### src/rtl/core/kfs_pkg.sv
// Shared types and constants for the keyframe vec3 sampler.
// Holds the key row layout, the controller command / status structs and codes.
// No dependencies.
package kfs_pkg;

    // Key row layout in the key RAM: time, x, y, z from the low bits up
    localparam int COORD_W = 32;
    localparam int ROW_W   = 4 * COORD_W;
    localparam int ROW_T   = 0;
    localparam int ROW_X   = COORD_W;
    localparam int ROW_Y   = 2 * COORD_W;
    localparam int ROW_Z   = 3 * COORD_W;

    // Field widths of the request and result
    localparam int KEY_IDX_W = 6;
    localparam int SEG_W     = 6;
    localparam int KCOUNT_W  = 7;

    // Interpolation factor is unsigned Q0.16, one quotient bit per divide step
    localparam int FRAC_W    = 16;
    localparam int DIV_CNT_W = 4;

    // Default table depth
    localparam int MAX_KEYS_DEF = 64;

    // Request kind carried on tuser
    localparam logic MODE_LOAD   = 1'b0;
    localparam logic MODE_SAMPLE = 1'b1;

    typedef enum logic [1:0] {
        AXIS_X = 2'd0,
        AXIS_Y = 2'd1,
        AXIS_Z = 2'd2
    } kfs_axis_t;

    // Controller to datapath commands
    typedef struct packed {
        logic             take_time;     // capture the sample time
        logic             load_prev;     // current RAM row becomes the segment start
        logic             load_key0;     // current RAM row is key 0, keep its position
        logic             load_next;     // current RAM row becomes the segment end
        logic             fallback_row;  // result is the position in the RAM row
        logic             fallback_key0; // result is the saved key 0 position
        logic             div_init;      // load remainder and span
        logic             div_step;      // one restoring divide step
        logic             delta;         // form end - start for the axis
        logic             mul;           // factor times delta
        logic             acc;           // start + scaled delta, saturate
        logic             emit;          // move the result into the output register
        kfs_axis_t        axis;
        logic [SEG_W-1:0] res_seg;
        logic             res_fb;
    } kfs_cmd_t;

    // Datapath to controller status
    typedef struct packed {
        logic t_lt_row;                  // sample time below the time in the RAM row
    } kfs_sts_t;

endpackage

### src/rtl/core/kfs_ctrl.sv
// Controller of the keyframe sampler: key count register, segment search,
// divide and per-axis sequencing, output handshake.
// Depends on kfs_pkg.
module kfs_ctrl import kfs_pkg::*; #(
    parameter int MAX_KEYS = MAX_KEYS_DEF,
    parameter int AW       = $clog2(MAX_KEYS)
) (
    input  logic                aclk,
    input  logic                aresetn,
    input  logic                cfg_we,
    input  logic [KCOUNT_W-1:0] cfg_wdata,
    input  logic                s_valid,
    input  logic                s_mode,
    output logic                s_ready,
    output logic                m_valid,
    input  logic                m_ready,
    input  kfs_sts_t            sts,
    output kfs_cmd_t            cmd,
    output logic [AW-1:0]       rd_addr
);

    localparam int NW = ($clog2(MAX_KEYS + 1) > KCOUNT_W) ? $clog2(MAX_KEYS + 1) : KCOUNT_W;

    typedef enum logic [8:0] {
        ST_IDLE     = 9'b000000001,
        ST_CHK0     = 9'b000000010,
        ST_SCAN     = 9'b000000100,
        ST_DIV_INIT = 9'b000001000,
        ST_DIV      = 9'b000010000,
        ST_DELTA    = 9'b000100000,
        ST_MUL      = 9'b001000000,
        ST_ACC      = 9'b010000000,
        ST_FIN      = 9'b100000000
    } kfs_state_t;

    kfs_state_t          state_reg, state_next;
    logic [KCOUNT_W-1:0] kcount_reg;
    logic [AW-1:0]       seg_reg, seg_next;
    logic                fb_reg, fb_next;
    logic [DIV_CNT_W-1:0] dcnt_reg, dcnt_next;
    kfs_axis_t           axis_reg, axis_next;
    logic                m_valid_reg, m_valid_next;
    logic [NW-1:0]       kc_ext;
    logic [NW-1:0]       n_eff;
    logic                last_key;

    // Clamp the key count to 1..MAX_KEYS
    assign kc_ext = NW'(kcount_reg);
    always_comb begin
        if (kc_ext == '0) begin
            n_eff = NW'(1);
        end else if (kc_ext > NW'(MAX_KEYS)) begin
            n_eff = NW'(MAX_KEYS);
        end else begin
            n_eff = kc_ext;
        end
    end

    // Row arriving in the scan is seg + 1; it is the last key in use
    assign last_key = (NW'(seg_reg) + NW'(2)) == n_eff;

    assign s_ready = (state_reg == ST_IDLE);
    assign m_valid = m_valid_reg;

    // Read address: key 0 when idle, then one row ahead of the compare
    always_comb begin
        case (state_reg)
            ST_CHK0: rd_addr = AW'(NW'(seg_reg) + NW'(1));
            ST_SCAN: rd_addr = AW'(NW'(seg_reg) + NW'(2));
            default: rd_addr = '0;
        endcase
    end

    // Next state and commands
    always_comb begin
        state_next   = state_reg;
        seg_next     = seg_reg;
        fb_next      = fb_reg;
        dcnt_next    = dcnt_reg;
        axis_next    = axis_reg;
        m_valid_next = m_valid_reg;
        cmd          = '0;
        cmd.axis     = axis_reg;
        cmd.res_seg  = fb_reg ? '0 : SEG_W'(seg_reg);
        cmd.res_fb   = fb_reg;

        if (m_valid_reg && m_ready) begin
            m_valid_next = 1'b0;
        end

        case (state_reg)
            ST_IDLE: begin
                if (s_valid && s_mode == MODE_SAMPLE) begin
                    cmd.take_time = 1'b1;
                    seg_next      = '0;
                    fb_next       = 1'b0;
                    state_next    = ST_CHK0;
                end
            end
            ST_CHK0: begin
                cmd.load_prev = 1'b1;
                cmd.load_key0 = 1'b1;
                if (sts.t_lt_row || n_eff == NW'(1)) begin
                    cmd.fallback_row = 1'b1;
                    fb_next          = 1'b1;
                    state_next       = ST_FIN;
                end else begin
                    state_next = ST_SCAN;
                end
            end
            ST_SCAN: begin
                if (sts.t_lt_row) begin
                    cmd.load_next = 1'b1;
                    state_next    = ST_DIV_INIT;
                end else if (last_key) begin
                    cmd.fallback_key0 = 1'b1;
                    fb_next           = 1'b1;
                    state_next        = ST_FIN;
                end else begin
                    cmd.load_prev = 1'b1;
                    seg_next      = seg_reg + AW'(1);
                end
            end
            ST_DIV_INIT: begin
                cmd.div_init = 1'b1;
                dcnt_next    = '0;
                state_next   = ST_DIV;
            end
            ST_DIV: begin
                cmd.div_step = 1'b1;
                dcnt_next    = dcnt_reg + DIV_CNT_W'(1);
                if (dcnt_reg == DIV_CNT_W'(FRAC_W - 1)) begin
                    axis_next  = AXIS_X;
                    state_next = ST_DELTA;
                end
            end
            ST_DELTA: begin
                cmd.delta  = 1'b1;
                state_next = ST_MUL;
            end
            ST_MUL: begin
                cmd.mul    = 1'b1;
                state_next = ST_ACC;
            end
            ST_ACC: begin
                cmd.acc = 1'b1;
                case (axis_reg)
                    AXIS_X:  begin axis_next = AXIS_Y; state_next = ST_DELTA; end
                    AXIS_Y:  begin axis_next = AXIS_Z; state_next = ST_DELTA; end
                    default: state_next = ST_FIN;
                endcase
            end
            ST_FIN: begin
                // hold the result until the output register is free
                if (!m_valid_reg || m_ready) begin
                    cmd.emit     = 1'b1;
                    m_valid_next = 1'b1;
                    state_next   = ST_IDLE;
                end
            end
            default: begin
                state_next = ST_IDLE;
            end
        endcase
    end

    // Control registers
    always_ff @(posedge aclk) begin
        if (!aresetn) begin
            state_reg   <= ST_IDLE;
            kcount_reg  <= KCOUNT_W'(1);
            seg_reg     <= '0;
            fb_reg      <= 1'b0;
            dcnt_reg    <= '0;
            axis_reg    <= AXIS_X;
            m_valid_reg <= 1'b0;
        end else begin
            state_reg   <= state_next;
            seg_reg     <= seg_next;
            fb_reg      <= fb_next;
            dcnt_reg    <= dcnt_next;
            axis_reg    <= axis_next;
            m_valid_reg <= m_valid_next;
            if (cfg_we) begin
                kcount_reg <= cfg_wdata;
            end
        end
    end

endmodule

### config.mk
export PLATFORM = sky130hd
export DESIGN_NAME = kfs_ctrl
export DESIGN_NICKNAME = d
export VERILOG_FILES = /design/src/rtl/core/kfs_pkg.sv /design/src/rtl/core/kfs_ctrl.sv
export SDC_FILE = /design/constraint.sdc
export NUM_CORES = 1
export LEC_CHECK = 0
export BUFFER_PORTS_ARGS = -buffer_cell sky130_fd_sc_hd__buf_2
export CORE_MARGIN = 4
export CORE_UTILIZATION = 50
export CTS_CLUSTER_SIZE = 10
export DETAILED_ROUTE_END_ITERATION = 10
export GPL_TIMING_DRIVEN = 1
export HOLD_SLACK_MARGIN = 0.08
export PLACE_DENSITY_LB_ADDON = 0.12
export SLEW_MARGIN = 30
export SYNTH_ARGS = -nofsm -noshare
export SYNTH_HDL_FRONTEND = slang
export SYNTH_SLANG_ARGS = --single-unit
### constraint.sdc
create_clock -name aclk -period 2.9 [get_ports aclk]
set_input_delay 0.29 -clock aclk [delete_from_list [all_inputs] [get_ports aclk]]
set_output_delay 0.29 -clock aclk [all_outputs]
set_load 0.02 [all_outputs]
==> results of run 1 <==
-- cells in the mapped netlist, types with 3 or more instances --
library cell / count / share of area, %
nand3_1: 9 / 2.3
dfxtp_1: 30 / 31
o21ai_0: 7 / 1.8
nand4_1: 4 / 1.3
nand2_1: 24 / 4.7
nor2_1: 37 / 7.2
a21oi_1: 12 / 3.1
xnor2_1: 4 / 1.8
a211oi_1: 4 / 1.6
inv_2: 3 / 0.58
or3_1: 3 / 0.97
and3_1: 3 / 0.97
mux2i_1: 9 / 4.7
nor3_1: 4 / 1.0
ha_1: 3 / 1.9
a22oi_1: 3 / 1.2
o21ai_1: 7 / 1.8
and4b_1: 3 / 1.6
nor2b_1: 14 / 4.5
a31oi_1: 3 / 0.97
nand2b_1: 5 / 1.6
clkbuf_1: 7 / 1.4
-- cell families (layout without fill, tap and decap cells) --
kind of cell / count (synthesis) / count (layout) / synth area share, %
buffers and inverters: 18 / 60 / 4.34
and+or+nand+nor: 125 / 125 / 34.6
muxes: 9 / 9 / 4.66
DFF: 30 / 30 / 31.1
xor gates and xnor gates: 7 / 7 / 3.56
AOI/OAI and AO/OA: 55 / 55 / 19.8
adders and majority gates: 3 / 3 / 1.94
-- metrics by stage --
step / std cells / area [sq um] / util, % / total power [uW]
global route: 337 / 2280 / 61.8 / 1020
finish: 337 / 2280 / 61.8 / 973
detailed placement: 329 / 2170 / 58.9 / 622
CTS: 337 / 2270 / 61.4 / 975
global placement: 329 / 2170 / 58.9 / 621
floorplan: 247 / 1930 / - / 570
-- per-layer routing --
layer,up-vias,wire (um),global-route usage (%),part of all wire (%)
met3,6,303,4.75,6.1
met1,867,2410,29.2,49
met4,0,71,7.66,1.4
li1,962,-,-,-
met5,-,0,0,0
met2,53,2140,30.1,43
-- report_power, final --
group | leakage [uW] | internal, uW | switching (uW)
Combinational | 0.000680 | 58.4 | 114
Clock | 0.0000472 | 190 | 168
Sequential | 0.000243 | 426 | 16.1
-- critical path, stage by stage (launching register included) --
cell	delay (ps)
dfxtp_1	480
ha_4	230
xnor2_2	100
xnor2_1	150
or4b_4	490
a31oi_4	230
a21oi_2	120
or2_1	230
buf_2	150
-- area by class of cell --
class                           instances  area (sq um)  share of cell area [%]
Sequential cell                        30           601                    26.4
Multi-Input combinational cell        199          1260                    55.3
Clock buffer                            6          82.6                    3.62
Tap cell                               48          60.1                    2.64
Clock inverter                          2          12.5                   0.549
Inverter                                6          22.5                   0.988
Timing Repair Buffer                   46           240                    10.5
-- final timing paths --
kind | start | end | slack (ps) | depth (start not counted)
setup / recovery | seg_reg[2] | cmd[19] | 130 | 8
hold / removal | cfg_wdata[0] | kc_ext[0] | 220 | 3
setup reg to reg | seg_reg[2] | seg_reg[0] | 540 | 9
hold reg to reg | kc_ext[0] | kc_ext[0] | 500 | 2
==> run summary, run 1 <==
Via count of the routed design: 1888
# fillers: 367
Largest net degree at the start of global routing: 18
Initial antenna violation count: 0
Pwr per Cell Area: 427 nW/um^2
Max reg flops: 9
Hold-fix buffer count after cts: 0
Synth Warn #: 0
Pre-antenna DRT Iters: 4
Via/cell ratio: 5.60
Remaining DRCs: 0
CTS tree: built
Worst Hold Class: in2reg
Rows: 22
Number of global-route vias before repair: 1686
Setup bufs post-CTS: 0
Share of layout cells above drive strength 1: 24.9%
Die X: 70.2 um
LEAKAGE: 0.000970 uW
Syn Area/Cell: 7.82 sq um
DR iter-0 viols: 266
PostCTS Resize Cnt: 0
Ys flop type: dfxtp_1
CTS max path bufs: 2
Layout area overhead: 17.9%
Final hold violations: 0
Tot GR Track Use: 20.6%
Clk sinks: 30
Sequential-to-total area share from yosys stat: 31.1%
Nets@finish: 305
GP Congestion: 0.865
Commonest non-fill, non-tap cell in the layout: buf_2
MaxCap Viol Count: 0
Clk root buf: clkbuf_8
Routed len/inst: 14.6 um
I/O Buffers: 42
Cell variety after synth: 57
Worst setup SP type: flip-flop
Syn_nets: 264
Ys async rst share: 0%
Setup slack after layout: 132 ps
Post-Syn Area: 1930 sq um
CP required: 2610 ps
Worst EP arrival: 2480 ps
Pre-CTS setup slack: 340 ps
Die Ht: 70.2 um
CP Capture Type: output port
Relative slew slack: 65.8%
IO Pins: 43
Setup CP Type: reg2out
Tcrit/Tclk final: 95.5%
GRT overflow: 0
Antenna viol nets, final: 0
Post-DP HPWL: 3710 um
Unrepaired setup endpoints after global routing: false
Number of enable flip-flop cells after synthesis: 0
Core area: 3690 sq um
Final setup fails: 0
N_diodes: 0
Clock skew: 5.80 ps
Fin Hold WS: 216 ps
H-tree Lvls: 2
Skew-Pair Late Insertion Delay: 290 ps
Maximum fanout along the worst path: 7
Achievable Freq: 361 MHz
Fin. max-slew vios: 0
#FFs+latches synth: 30
Starting Density: 52.4%
Outcome: finished, final reports clean
Commonest cells after routing, fill and taps aside: buf_2, nor2_1, dfxtp_1, nand2_1, nor2b_1
Peak supply drop: 306 uV
Die ar.: 4920 sq um
Total wire length: 4930 um
Final worst path period need: 2770 ps
TNS Setup: 0 ps
Clock slew at reported path FFs: 70 ps
Cells after synthesis: 247
Worst-margin pin slew: 510 ps
First-pass GRT wire length: 8130 um
CTS buffer count: 5
(Power assumes the default switching activity.)
==> inputs of run 2 (changes only) <==
- CORE_UTILIZATION: 50 -> 49
- CTS_CLUSTER_DIAMETER: unset -> 60
- clock period: 2.9 -> 2.2 ns (I/O delays scaled with it)
==> run summary, run 2 (synthesis gave the netlist of run 1 again) <==
Violated checks: negative setup slack
Core area: 3740 sq um
Achievable Freq: 407 MHz
Routed len/inst: 15.7 um
Clock power frac: 35.2%
Number of global-route vias before repair: 1784
CTS max path bufs: 2
Clk root buf: clkbuf_8
Setup CP Type: reg2out
Skew-Pair Late Insertion Delay: 290 ps
Fin. max-slew vios: 0
Combinational share of power: 21.6%
MaxCap Viol Count: 0
GRT overflow: 0
Antenna viol nets, final: 0
CTS tree: built
Pre-antenna DRT Iters: 4
CP Capture Type: output port
Peak supply drop: 447 uV
Internal cell power: 924 uW
Setup slack after layout: -254 ps
Fin util: 72.6%
DR iter-0 viols: 124
Die ar.: 5010 sq um
Pre-CTS setup slack: -7.77 ps
Commonest non-fill, non-tap cell in the layout: buf_2
Worst setup SP type: flip-flop
R2r setup slk: -90 ps
Final worst path period need: 2450 ps
Die Ht: 70.8 um
Tcrit/Tclk final: 112%
Unrepaired setup endpoints after global routing: true
Met2 Usage GRT: 31.8%
Max reg flops: 9
Starting Density: 51.6%
Hold Path Stages: 3
Tot GR Track Use: 21.4%
Cells on worst reg2reg path: 10
Via count of the routed design: 2066
Via/cell ratio: 5.72
Commonest cells after routing, fill and taps aside: buf_2, nor2_1, buf_4, nand2_1, dfxtp_1
Switch share: 31.5%
Final hold violations: 0
Largest net degree at the start of global routing: 13
Remaining DRCs: 0
Met3 usage: 5.40%
Final setup fails: 12
Clk sinks: 30
N_diodes: 0
Clock slew at reported path FFs: 70 ps
Total wire length: 5670 um
Worst Hold Class: in2reg
First-pass GRT wire length: 8570 um
Post-DP HPWL: 3870 um
Nets@finish: 329
Die X: 70.8 um
GP Congestion: 0.873
Share of layout cells above drive strength 1: 40.6%
Worst-margin pin slew: 416 ps
Switching pwr: 425 uW
Layout area overhead: 40.6%
Outcome: complete, but fails checks
Initial antenna violation count: 0
Worst path max stage delay: 500 ps
GR Util met1: 30.7%
Grt peak-use layer: met2
I/O Buffers: 42
LEAKAGE: 0.00116 uW
H-tree Lvls: 2
Maximum fanout along the worst path: 3
CP required: 1980 ps
Worst-path cell chain: ha_4 -> xnor2_4 -> xnor2_1 -> or4b_4 -> a31oi_4 -> a21oi_4 -> or2_4 -> buf_6
# fillers: 301
Pwr per Cell Area: 496 nW/um^2
CTS buffer count: 5
Critical path's slowest cell: or4b_4
Seq pwr share: 43.2%
IO Pins: 43
Worst EP arrival: 2230 ps
Relative slew slack: 72.2%
Clock skew: 8.48 ps
Rows: 22
Hold-fix buffer count after cts: 0
==> run 2: cell types whose count changed in the layout (fill, tap and decap cells not counted), sizes merged <==
cell    previous run  this run
clkbuf             6         7
buf               46        69
==> run 2: worst paths after layout <==
path | from | to
worst min register to register | dcnt_reg[3] | dcnt_reg[3]
worst max-delay path | seg_reg[1] | cmd[19]
worst min-delay path | cfg_wdata[0] | kc_ext[0]
worst max register to register | seg_reg[1] | seg_reg[2]
==> run 2: per-layer routing <==
layer,vias to the layer above,share of wire (%)
met1,957,46
met5,-,0
met4,0,1.5
met2,83,45
met3,7,7.5
li1,1019,-
==> run 2: layout make-up <==
type                       count  area (sq um)  area share (%)
multi-input combinational    199          1440            52.9
clock buffer                   6          82.6            3.04
timing repair buffer          70           484            17.8
inverter                       6          27.5            1.01
tap                           48          60.1            2.21
clock inverter                 2          12.5           0.461
sequential                    30           613            22.6
==> run 2: power by group through the flow <==
| stage | registers (uW) | clock network (uW) | logic (uW) |
|---|---|---|---|
| 6_report | 583 | 475 | 291 |
| 5_1_grt | 585 | 508 | 316 |
| 4_1_cts | 581 | 477 | 256 |
| 3_5_place_dp | 593 | 0 | 243 |
| 3_3_place_gp | 592 | 0 | 243 |
| 2_1_floorplan | 584 | 0 | 169 |
==> run 2: stage by stage <==
stage               cell area [sq um]  total power [uW]  hold slack, ps  setup TNS [ps]  std cells
floorplan                        1960               753             348           -36.1        247
global placement                 2300               835             442               0        342
detailed placement               2300               836             439           -7.77        342
CTS                              2510              1310             143           -1110        356
global route                     2720              1410             154           -1950        361
finish                           2720              1350             142            -984        361
==> run 2: worst max-delay path, delay by kind of cell (launching register included) <==
family | cells | cell delay (ps)
AOI/OAI and AO/OA | 2 | 310
DFF | 1 | 350
xor gates and xnor gates | 2 | 260
buffers and inverters | 1 | 130
and+or+nand+nor | 2 | 730
adders and majority gates | 1 | 170
==> run 2: repair_timing <==
action | in CTS | in global routing
pin swaps | 10 | 15
buffers inserted | 6 | 6
setup endpoints to repair | 6 | 20
gates resized for setup | 19 | 36
cloned | 0 | 1
